**src/rtl/core/bale_pkg.sv**
```systemverilog
// Shared types, codes and defaults for the bounded array list engine.
package bale_pkg;

    // Default sizes of the list.
    localparam int CAPACITY_DEF   = 64;
    localparam int ITEM_WIDTH_DEF = 32;

    // Width of positions and counts broadcast to the cells (covers up to 1024 entries).
    localparam int CTL_W = 11;

    // Command codes.
    localparam logic [3:0] CMD_APPEND    = 4'd0;
    localparam logic [3:0] CMD_INS_BEFORE = 4'd1;
    localparam logic [3:0] CMD_INS_AFTER = 4'd2;
    localparam logic [3:0] CMD_DELETE    = 4'd3;
    localparam logic [3:0] CMD_SEARCH    = 4'd4;
    localparam logic [3:0] CMD_READ      = 4'd5;
    localparam logic [3:0] CMD_REVERSE   = 4'd6;
    localparam logic [3:0] CMD_SORT      = 4'd7;
    localparam logic [3:0] CMD_DEDUP     = 4'd8;

    // Status codes.
    localparam logic [2:0] ST_OK        = 3'd0;
    localparam logic [2:0] ST_FULL      = 3'd1;
    localparam logic [2:0] ST_EMPTY     = 3'd2;
    localparam logic [2:0] ST_BAD_POS   = 3'd3;
    localparam logic [2:0] ST_NOT_FOUND = 3'd4;

    // Operation applied by every cell together.
    typedef enum logic [2:0] {
        OP_HOLD,
        OP_TAG,
        OP_INSERT,
        OP_CLOSE,
        OP_ROTATE,
        OP_PROBE,
        OP_SORT
    } cell_op_t;

    // Ordering key used by the compare-exchange network.
    typedef enum logic [1:0] {
        KEY_VALUE,
        KEY_REVERSE,
        KEY_DEDUP
    } sort_key_t;

    // Control broadcast from the sequencer to the row of cells.
    typedef struct packed {
        cell_op_t         op;
        sort_key_t        key;
        logic             phase;
        logic [CTL_W-1:0] at;
        logic [CTL_W-1:0] cnt;
    } cell_ctl_t;

    // Sequencer states.
    typedef enum logic [2:0] {
        S_IDLE,
        S_DECODE,
        S_SCAN,
        S_PROBE,
        S_COUNT,
        S_SORT,
        S_DONE
    } state_t;

endpackage

```
**src/rtl/core/bale_cell.sv**
```systemverilog
// One list cell: holds an entry, its tag and duplicate mark, and trades with its neighbors.
module bale_cell #(
    parameter int IW  = bale_pkg::ITEM_WIDTH_DEF,
    parameter int TW  = 6,
    parameter int IDX = 0
) (
    input  logic                clk,
    input  bale_pkg::cell_ctl_t ctl,
    input  logic [IW-1:0]       ins_value,
    input  logic [IW-1:0]       left_val,
    input  logic [TW-1:0]       left_tag,
    input  logic                left_dup,
    input  logic [IW-1:0]       left_pval,
    input  logic                left_pok,
    input  logic [IW-1:0]       right_val,
    input  logic [TW-1:0]       right_tag,
    input  logic                right_dup,
    output logic [IW-1:0]       val,
    output logic [TW-1:0]       tag,
    output logic                dup,
    output logic [IW-1:0]       pval,
    output logic                pok
);

    localparam logic [bale_pkg::CTL_W-1:0] MY = bale_pkg::CTL_W'(IDX);

    logic [IW-1:0] val_reg, val_next;
    logic [TW-1:0] tag_reg, tag_next;
    logic          dup_reg, dup_next;
    logic [IW-1:0] pval_reg, pval_next;
    logic          pok_reg, pok_next;
    logic          lead, trail, swap_right, swap_left;

    // True when entry a must move behind entry b under the active key.
    function automatic logic after_fn(input bale_pkg::sort_key_t key,
                                      input logic [IW-1:0] av, input logic [TW-1:0] at,
                                      input logic ad,
                                      input logic [IW-1:0] bv, input logic [TW-1:0] bt,
                                      input logic bd);
        logic r;
        case (key)
            bale_pkg::KEY_VALUE:   r = $signed(av) > $signed(bv);
            bale_pkg::KEY_REVERSE: r = at < bt;
            default:               r = {ad, at} > {bd, bt};
        endcase
        return r;
    endfunction

    // Pairing of the odd-even exchange among the live entries.
    always_comb
    begin
        lead  = (MY[0] == ctl.phase) && ((MY + 1'b1) < ctl.cnt);
        trail = (IDX >= 1) && (MY[0] != ctl.phase) && (MY < ctl.cnt);
        swap_right = lead && after_fn(ctl.key, val_reg, tag_reg, dup_reg,
                                      right_val, right_tag, right_dup);
        swap_left  = trail && after_fn(ctl.key, left_val, left_tag, left_dup,
                                       val_reg, tag_reg, dup_reg);
    end

    // Next cell contents for each operation.
    always_comb
    begin
        val_next  = val_reg;
        tag_next  = tag_reg;
        dup_next  = dup_reg;
        pval_next = pval_reg;
        pok_next  = pok_reg;
        unique case (ctl.op)
            bale_pkg::OP_TAG:
            begin
                tag_next  = TW'(IDX);
                dup_next  = 1'b0;
                pval_next = val_reg;
                pok_next  = 1'b1;
            end
            bale_pkg::OP_INSERT:
            begin
                if (MY == ctl.at)
                begin
                    val_next = ins_value;
                end
                else if ((MY > ctl.at) && (MY <= ctl.cnt))
                begin
                    val_next = left_val;
                end
            end
            bale_pkg::OP_CLOSE:
            begin
                if ((MY >= ctl.at) && ((MY + 1'b1) < ctl.cnt))
                begin
                    val_next = right_val;
                end
            end
            bale_pkg::OP_ROTATE:
            begin
                val_next = right_val;
                tag_next = right_tag;
                dup_next = right_dup;
            end
            bale_pkg::OP_PROBE:
            begin
                pval_next = left_pval;
                pok_next  = left_pok;
                if (left_pok && (left_pval == val_reg) && (MY < ctl.cnt))
                begin
                    dup_next = 1'b1;
                end
            end
            bale_pkg::OP_SORT:
            begin
                if (swap_right)
                begin
                    val_next = right_val;
                    tag_next = right_tag;
                    dup_next = right_dup;
                end
                else if (swap_left)
                begin
                    val_next = left_val;
                    tag_next = left_tag;
                    dup_next = left_dup;
                end
            end
            default:
            begin
            end
        endcase
    end

    // Cell storage.
    always_ff @(posedge clk)
    begin
        val_reg  <= val_next;
        tag_reg  <= tag_next;
        dup_reg  <= dup_next;
        pval_reg <= pval_next;
        pok_reg  <= pok_next;
    end

    assign val  = val_reg;
    assign tag  = tag_reg;
    assign dup  = dup_reg;
    assign pval = pval_reg;
    assign pok  = pok_reg;

endmodule
```
**config.mk**
```make
export PLATFORM = sky130hd
export DESIGN_NAME = bale_cell
export DESIGN_NICKNAME = d
export VERILOG_FILES = /design/src/rtl/core/bale_pkg.sv /design/src/rtl/core/bale_cell.sv
export SDC_FILE = /design/constraint.sdc
export NUM_CORES = 1
export LEC_CHECK = 0
export BUFFER_PORTS_ARGS = -buffer_cell sky130_fd_sc_hd__buf_2
export CORE_ASPECT_RATIO = 0.6
export CORE_UTILIZATION = 45
export CTS_CLUSTER_SIZE = 10
export DETAILED_ROUTE_END_ITERATION = 7
export GPL_TIMING_DRIVEN = 0
export HOLD_SLACK_MARGIN = 0.05
export PLACE_DENSITY = 0.9
export SLEW_MARGIN = 20
export SYNTH_ARGS = -nofsm -noshare
export SYNTH_HDL_FRONTEND = slang
export SYNTH_SLANG_ARGS = --single-unit
export TNS_END_PERCENT = 100
```
**constraint.sdc**
```tcl
create_clock -name clk -period 4.21 [get_ports clk]
set_clock_uncertainty 0.05 [all_clocks]
set_input_delay 0 -clock clk [delete_from_list [all_inputs] [get_ports clk]]
set_output_delay 0 -clock clk [all_outputs]
set_load 0.05 [all_outputs]
```
==> results of run 1 <==
-- where the power goes --
group          switching [mW]  leakage (nW)  internal [mW]
Clock                   0.291         0.138          0.453
Combinational           0.362          2.80          0.267
Sequential             0.0322         0.678          0.844
-- routing by layer --
layer | global-route usage (%) | part of all wire [%] | vias up
li1 | - | - | 2305
met1 | 39.43 | 40 | 2443
met2 | 59.59 | 49 | 338
met3 | 6.914 | 8.7 | 45
met4 | 11.12 | 2.1 | 0
met5 | 0 | 0 | -
-- stage by stage --
step | setup TNS (ps) | std cells
global route | 0 | 927
detailed placement | 0 | 807
CTS | 0 | 927
finish | 0 | 927
global placement | -24220 | 806
floorplan | 0 | 436
-- critical path, cell delays in order, from the launching register on --
cell and delay (ps):
edfxtp_1 460, ha_1 370, nand4_1 300, nor4_1 560
o31ai_1 160, a21oi_1 320, o21ai_2 140, o21ai_4 540
buf_16 240
-- final timing paths --
check | endpoint | slack (ps) | cells after the start
min | dup$_DFFE_PP_ | 80 | 3
min reg2reg | pval[0]$_DFFE_PP_ | 620 | 1
max | val[9]$_DFFE_PP_ | 750 | 8
max reg2reg | val[9]$_DFFE_PP_ | 750 | 8
-- synth_stat cells, drive strengths merged, types with 3 or more instances --
cell type   n
nor3        3
nand4      16
mux2       32
edfxtp     72
nand3       5
nor4       10
nand3b      3
a21o        3
a21oi      16
xor2       15
buf         9
clkbuf      5
inv        44
o21ai      41
ha         39
nor2        6
xnor2      18
mux2i      32
nand2      43
-- repair_timing --
item,in CTS,in global routing
hold buffers,104,0
resized for setup,0,0
hold endpoints to repair,73,0
-- cell type report --
| cell class | instances | area [sq um] | share of cell area (%) |
|---|---|---|---|
| multi-input combinational | 306 | 2414 | 32.13 |
| clock inverter | 5 | 47.55 | 0.6329 |
| timing repair buffer | 340 | 2245 | 29.88 |
| tap | 135 | 168.9 | 2.249 |
| clock buffer | 11 | 232.7 | 3.098 |
| sequential | 72 | 2162 | 28.78 |
| inverter | 44 | 165.2 | 2.199 |
| buffer | 14 | 77.57 | 1.033 |
-- logic make-up after synthesis --
family	after synthesis
flops	72
simple gates	96
fa+ha+maj	39
buf+inv	58
compound gates	74
xor+xnor	33
mux	64
==> results.md, run 1 <==
* Global-route wire length before repair at about 27,000 um
* Global placer's final weighted congestion at approximately 0.85
* Area leader, netlist: edfxtp_1
* Final Hold Vio Count at 0
* Async set-reset flop share out of synthesis at 0%
* CTS tree: done
* Post-synth EDFFs at 72
* Post-CTS Setup Inserts at 0
* # rows at 28
* Nature of the critical path startpoint: flop
* CTS Buffer Depth at 2
* WP data arrival at between 3000 and 4000 ps
* Clk sinks at approximately 70
* Worst Setup SP: val[19]$_DFFE_PP_
* Worst r2r src: val[19]$_DFFE_PP_
* Die width at between 100 and 150 um
* Hold WS at 81.04 ps
* Area growth from synthesis to layout at 56.27%
* Top FF cell, synth: edfxtp_1
* H-tree depth at 3
* Post-synthesis adder-cell area fraction at 10.15%
* Critical hold path startpoint: ctl[27]
* Ranking of synthesized cells by area: edfxtp_1, ha_1, mux2_2
* Leakage power at roughly 3.6 nW
* Number of global-route vias before repair at 5,188
* Avg Vias per Cell at around 5.5
* Final nets at approximately 1,000
* Initial Util at a little under half
* Final instance area at 0.007512 sq mm
* DRT iter0 DRCs at between 300 and 400
* Final ANT Viol Nets at 0
* Inserted Diodes at 0
* Number of max-cap violations at 0
* Worst EP required at approximately 4200 ps
* Most frequent cells in the layout: buf_2, dlygate4sd3_1, edfxtp_1
* Root buffer cell: clkbuf_16
* Most common cell after layout, fill and taps aside: buf_2
* Dominant combinational cell family by area after synthesis: multiplexers
* Maximum vdd drop at around 0.23 mV
* Port Buffers at 235
* Period Utilization, post-route at 82.29%
* Synth Area per Inst at 11.03 sq um
* Share of the synthesized area in the top cell type at between 40% and 50%
* Io pins at between 200 and 250
* Vias at just over 5,000
* CP Capture Type: flop
* Area fraction in compound gates after synthesis at 9.006%
* Simple-Gate Fraction of Synth Area at about a tenth
* Worst-path fanout max at 19
* Count of unique library cells instantiated by Yosys at between 40 and 50
* Dpl hpwl at around 12,000 um
* Yosys warnings at 0
* Layout fillers at about 680
* Initial antenna violation count at 0
* Die height at 82.06 um
* Share of layout cells above drive strength 1 at a little under two fifths
* Worst slack at placement at roughly 790 ps
* Hold Path Class: in -> reg
* Max Slew Vio Count at 0
* FMAX at 0.2887 GHz
* Post-synthesis sequential area ratio at between 40 and 50%
* Placement Cell Area at approximately 0.0062 sq mm
* Core ar. at about 0.01 sq mm
* Outcome: completed
* Slew HR at 38.96%
* Num CTS Buffers at 9
* Final setup violation count at 0
* RSZ-0062 raised after global routing: false
* Avg WL per Cell at 19.86 um
* Synthesized instance count at ~440
* Post-layout util at around three quarters
* Post-synth net total at approximately 650
* Clk slew on worst S/H paths at 60 ps
* 1st-pass router iterations at 7
* PD cells at roughly 300 mW/mm^2
* Die area at about 0.011 sq mm
* GRT Util Overall at 32.94%
* Mapped cell area at a little under 0.005 sq mm
* Mux contribution to synthesized area at between 10 and 15%
* Synthesis-stage register bit count at 72
* Pwr Total at approximately 2.2 mW
* Measured slew at the worst slew-check pin at between 900 and 1000 ps
* Final WL at 18,410 um
* Drt drc at 0
* Final worst path period need at ~3500 ps
* Clk_lat worst skew at 330 ps
* Pin count of the biggest net entering global routing at 36
* Total gr overflow at 0
* Synth Area in XOR/XNOR at between 6 and 7%
* Final WS setup at 745.7 ps
* Critical path type: reg -> reg
Power figures use the tool's default switching activity.
==> run 2: changes to the inputs <==
Clock period 4.21 ns to 3.2 ns, I/O delays scaled along.
==> results.md, run 2 (same netlist as run 1, synthesis figures left out) <==
* Outcome: completed (unchanged)
* Area growth from synthesis to layout at 55.93% (was 56.27%)
* WP data arrival at 2930 ps (was 3450 ps)
* Sequential power share at 40.1% (was 39.0%)
* Core ar. at 0.01012 sq mm (unchanged)
* Internal at 1.974 mW (was 1.565 mW)
* Inserted Diodes at 0 (unchanged)
* CP Capture Type: flop (unchanged)
* CTS Buffer Depth at 2 (unchanged)
* # rows at 28 (unchanged)
* R2R cell count at 7 (was 8)
* Non-filler cells, final at 925 (was 927)
* 1st-pass router iterations at 7 (unchanged)
* NetSw at 0.8987 mW (was 0.6844 mW)
* Leakage power at 3.608 nW (was 3.612 nW)
* Worst-path fanout max at 6 (was 19)
* Dpl hpwl at 12,080 um (was 12,300 um)
* Drt drc at 0 (unchanged)
* Clk pwr share at 31.4% (was 33.1%)
* Final setup violation count at 0 (unchanged)
* Total gr overflow at 0 (unchanged)
* Period Utilization, post-route at 93.44% (was 82.29%)
* Number of global-route vias before repair at 5,100 (was 5,188)
* Num CTS Buffers at 9 (unchanged)
* Hold Path Stages at 3 (unchanged)
* Switching Fraction at 31.28% (was 30.43%)
* Critical path type: reg -> reg (unchanged)
* Most frequent cells in the layout: buf_2, dlygate4sd3_1, edfxtp_1 (unchanged)
* Final nets at 997 (was 998)
* Clk_lat worst skew at 330 ps (about the same)
* PD cells at 383.3 mW/mm^2 (was 299.4 mW/mm^2)
* Avg WL per Cell at 19.20 um (was 19.86 um)
* Final WS setup at 209.8 ps (was 745.7 ps)
* Root buffer cell: clkbuf_16 (unchanged)
* Slew HR at 37.35% (was 38.96%)
* Max Slew Vio Count at 0 (unchanged)
* Worst EP required at 3140 ps (was 4200 ps)
* Die width at 135.4 um (unchanged)
* Layout fillers at 687 (was 677)
* Final WL at 17,760 um (was 18,410 um)
* Combinational Power Share at 28.6% (was 28.0%)
* Vias at 5,027 (was 5,131)
* DRT iter0 DRCs at 269 (was 335)
* Placed Cells at 806 (was 807)
* Global-route wire length before repair at 25,990 um (was 26,510 um)
* Final worst path period need at 2990 ps (was 3464 ps)
* Die area at 0.01111 sq mm (unchanged)
* Initial Util at 47.48% (unchanged)
* Avg Vias per Cell at 5.435 (was 5.535)
* Share of layout cells above drive strength 1 at 38.99% (was 37.88%)
* Io pins at 244 (unchanged)
* Pin count of the biggest net entering global routing at 36 (unchanged)
* Measured slew at the worst slew-check pin at 939.7 ps (was 915.6 ps)
* Worst slack at placement at -537.8 ps (was 789.0 ps)
* Port Buffers at 235 (unchanged)
* RSZ-0062 raised after global routing: false (unchanged)
* CTS tree: done (unchanged)
* GRT Util Overall at 31.77% (was 32.94%)
* FMAX at 0.3344 GHz (was 0.2887 GHz)
* Clk slew on worst S/H paths at 60 ps (about the same)
* Clk sinks at 72 (unchanged)
* Maximum vdd drop at 0.2390 mV (was 0.2338 mV)
* Final Hold Vio Count at 0 (unchanged)
* H-tree depth at 3 (unchanged)
* Nature of the critical path startpoint: flop (unchanged)
* Hold Path Class: in -> reg (unchanged)
* Initial antenna violation count at 0 (unchanged)
* Global placer's final weighted congestion at 0.8587 (was 0.8534)
* Final ANT Viol Nets at 0 (unchanged)
* Most common cell after layout, fill and taps aside: buf_2 (unchanged)
* Number of max-cap violations at 0 (unchanged)
* Die height at 82.06 um (unchanged)
-- run 2: cell count changes in the layout (fill, tap and decap cells not counted), sizes merged --
| cell | change |
|---|---|
| dlygate4sd3 | -5 |
| o21ai | +1 |
| clkinv | -1 |
| buf | +3 |
| bufinv | -1 |
| clkinvlp | +1 |
-- run 2: final timing paths --
| check | startpoint | endpoint | slack [ps] |
|---|---|---|---|
| max | val[27]$_DFFE_PP_ | tag[3]$_SDFFCE_PP0P_ | 210 |
| min | left_val[7] | val[7]$_DFFE_PP_ | 70 |
| max reg2reg | val[27]$_DFFE_PP_ | tag[3]$_SDFFCE_PP0P_ | 210 |
| min reg2reg | val[13]$_DFFE_PP_ | pval[13]$_DFFE_PP_ | 620 |
-- run 2: per-stage QoR --
| step | hold slack (ps) | TNS [ps] | utilization, % | area (sq um) | power (mW) |
|---|---|---|---|---|---|
| final | 67.12 | 0 | 74.04 | 7496 | 2.873 |
| after global placement | 240.1 | -12800 | 60.87 | 6163 | 1.812 |
| after floorplan | 131.0 | 0 | - | 4818 | 1.579 |
| after CTS | 50.02 | 0 | 73.75 | 7467 | 2.853 |
| after detailed placement | 249.3 | -17940 | 60.87 | 6163 | 1.838 |
| after global routing | 60.24 | 0 | 74.04 | 7496 | 2.974 |
-- run 2: what timing repair did --
action / in CTS / in global routing
hold buffers: 99 / 0
resized for setup: 4 / 1
cloned: 1 / 0
setup endpoints to repair: 38 / 38
setup buffers: 1 / 3
hold endpoints to repair: 73 / 0
pin swaps: 2 / 1
-- run 2: area by class of cell --
type	instances	area, sq um	share of cell area [%]
Clock buffer	11	232.7	3.105
Timing Repair Buffer	338	2210	29.48
Inverter	44	165.2	2.203
Sequential cell	72	2162	28.84
Multi-Input combinational cell	307	2457	32.78
Buffer	14	77.57	1.035
Clock inverter	4	22.52	0.3005
Tap cell	135	168.9	2.253
-- run 2: routing by layer --
metal | share of wire, % | GRT usage (%)
met1 | 41 | 38.57
met2 | 50 | 57.79
met3 | 6.9 | 5.864
met4 | 2.0 | 9.888
met5 | 0 | 0
-- run 2: power by group through the flow --
stage	clock, mW	combinational (mW)	sequential, mW
after floorplan	0	0.248	1.33
after global placement	0	0.644	1.17
after detailed placement	0	0.668	1.17
after CTS	0.907	0.796	1.15
after global routing	0.943	0.874	1.16
final	0.901	0.821	1.15
-- run 2: critical path: stages, from the launching register on --
cell	delay (ps)
edfxtp_1	440
ha_1	370
nand4_1	300
nor4_4	450
nand3b_1	190
a21oi_1	260
o21ai_2	190
o22ai_2	390
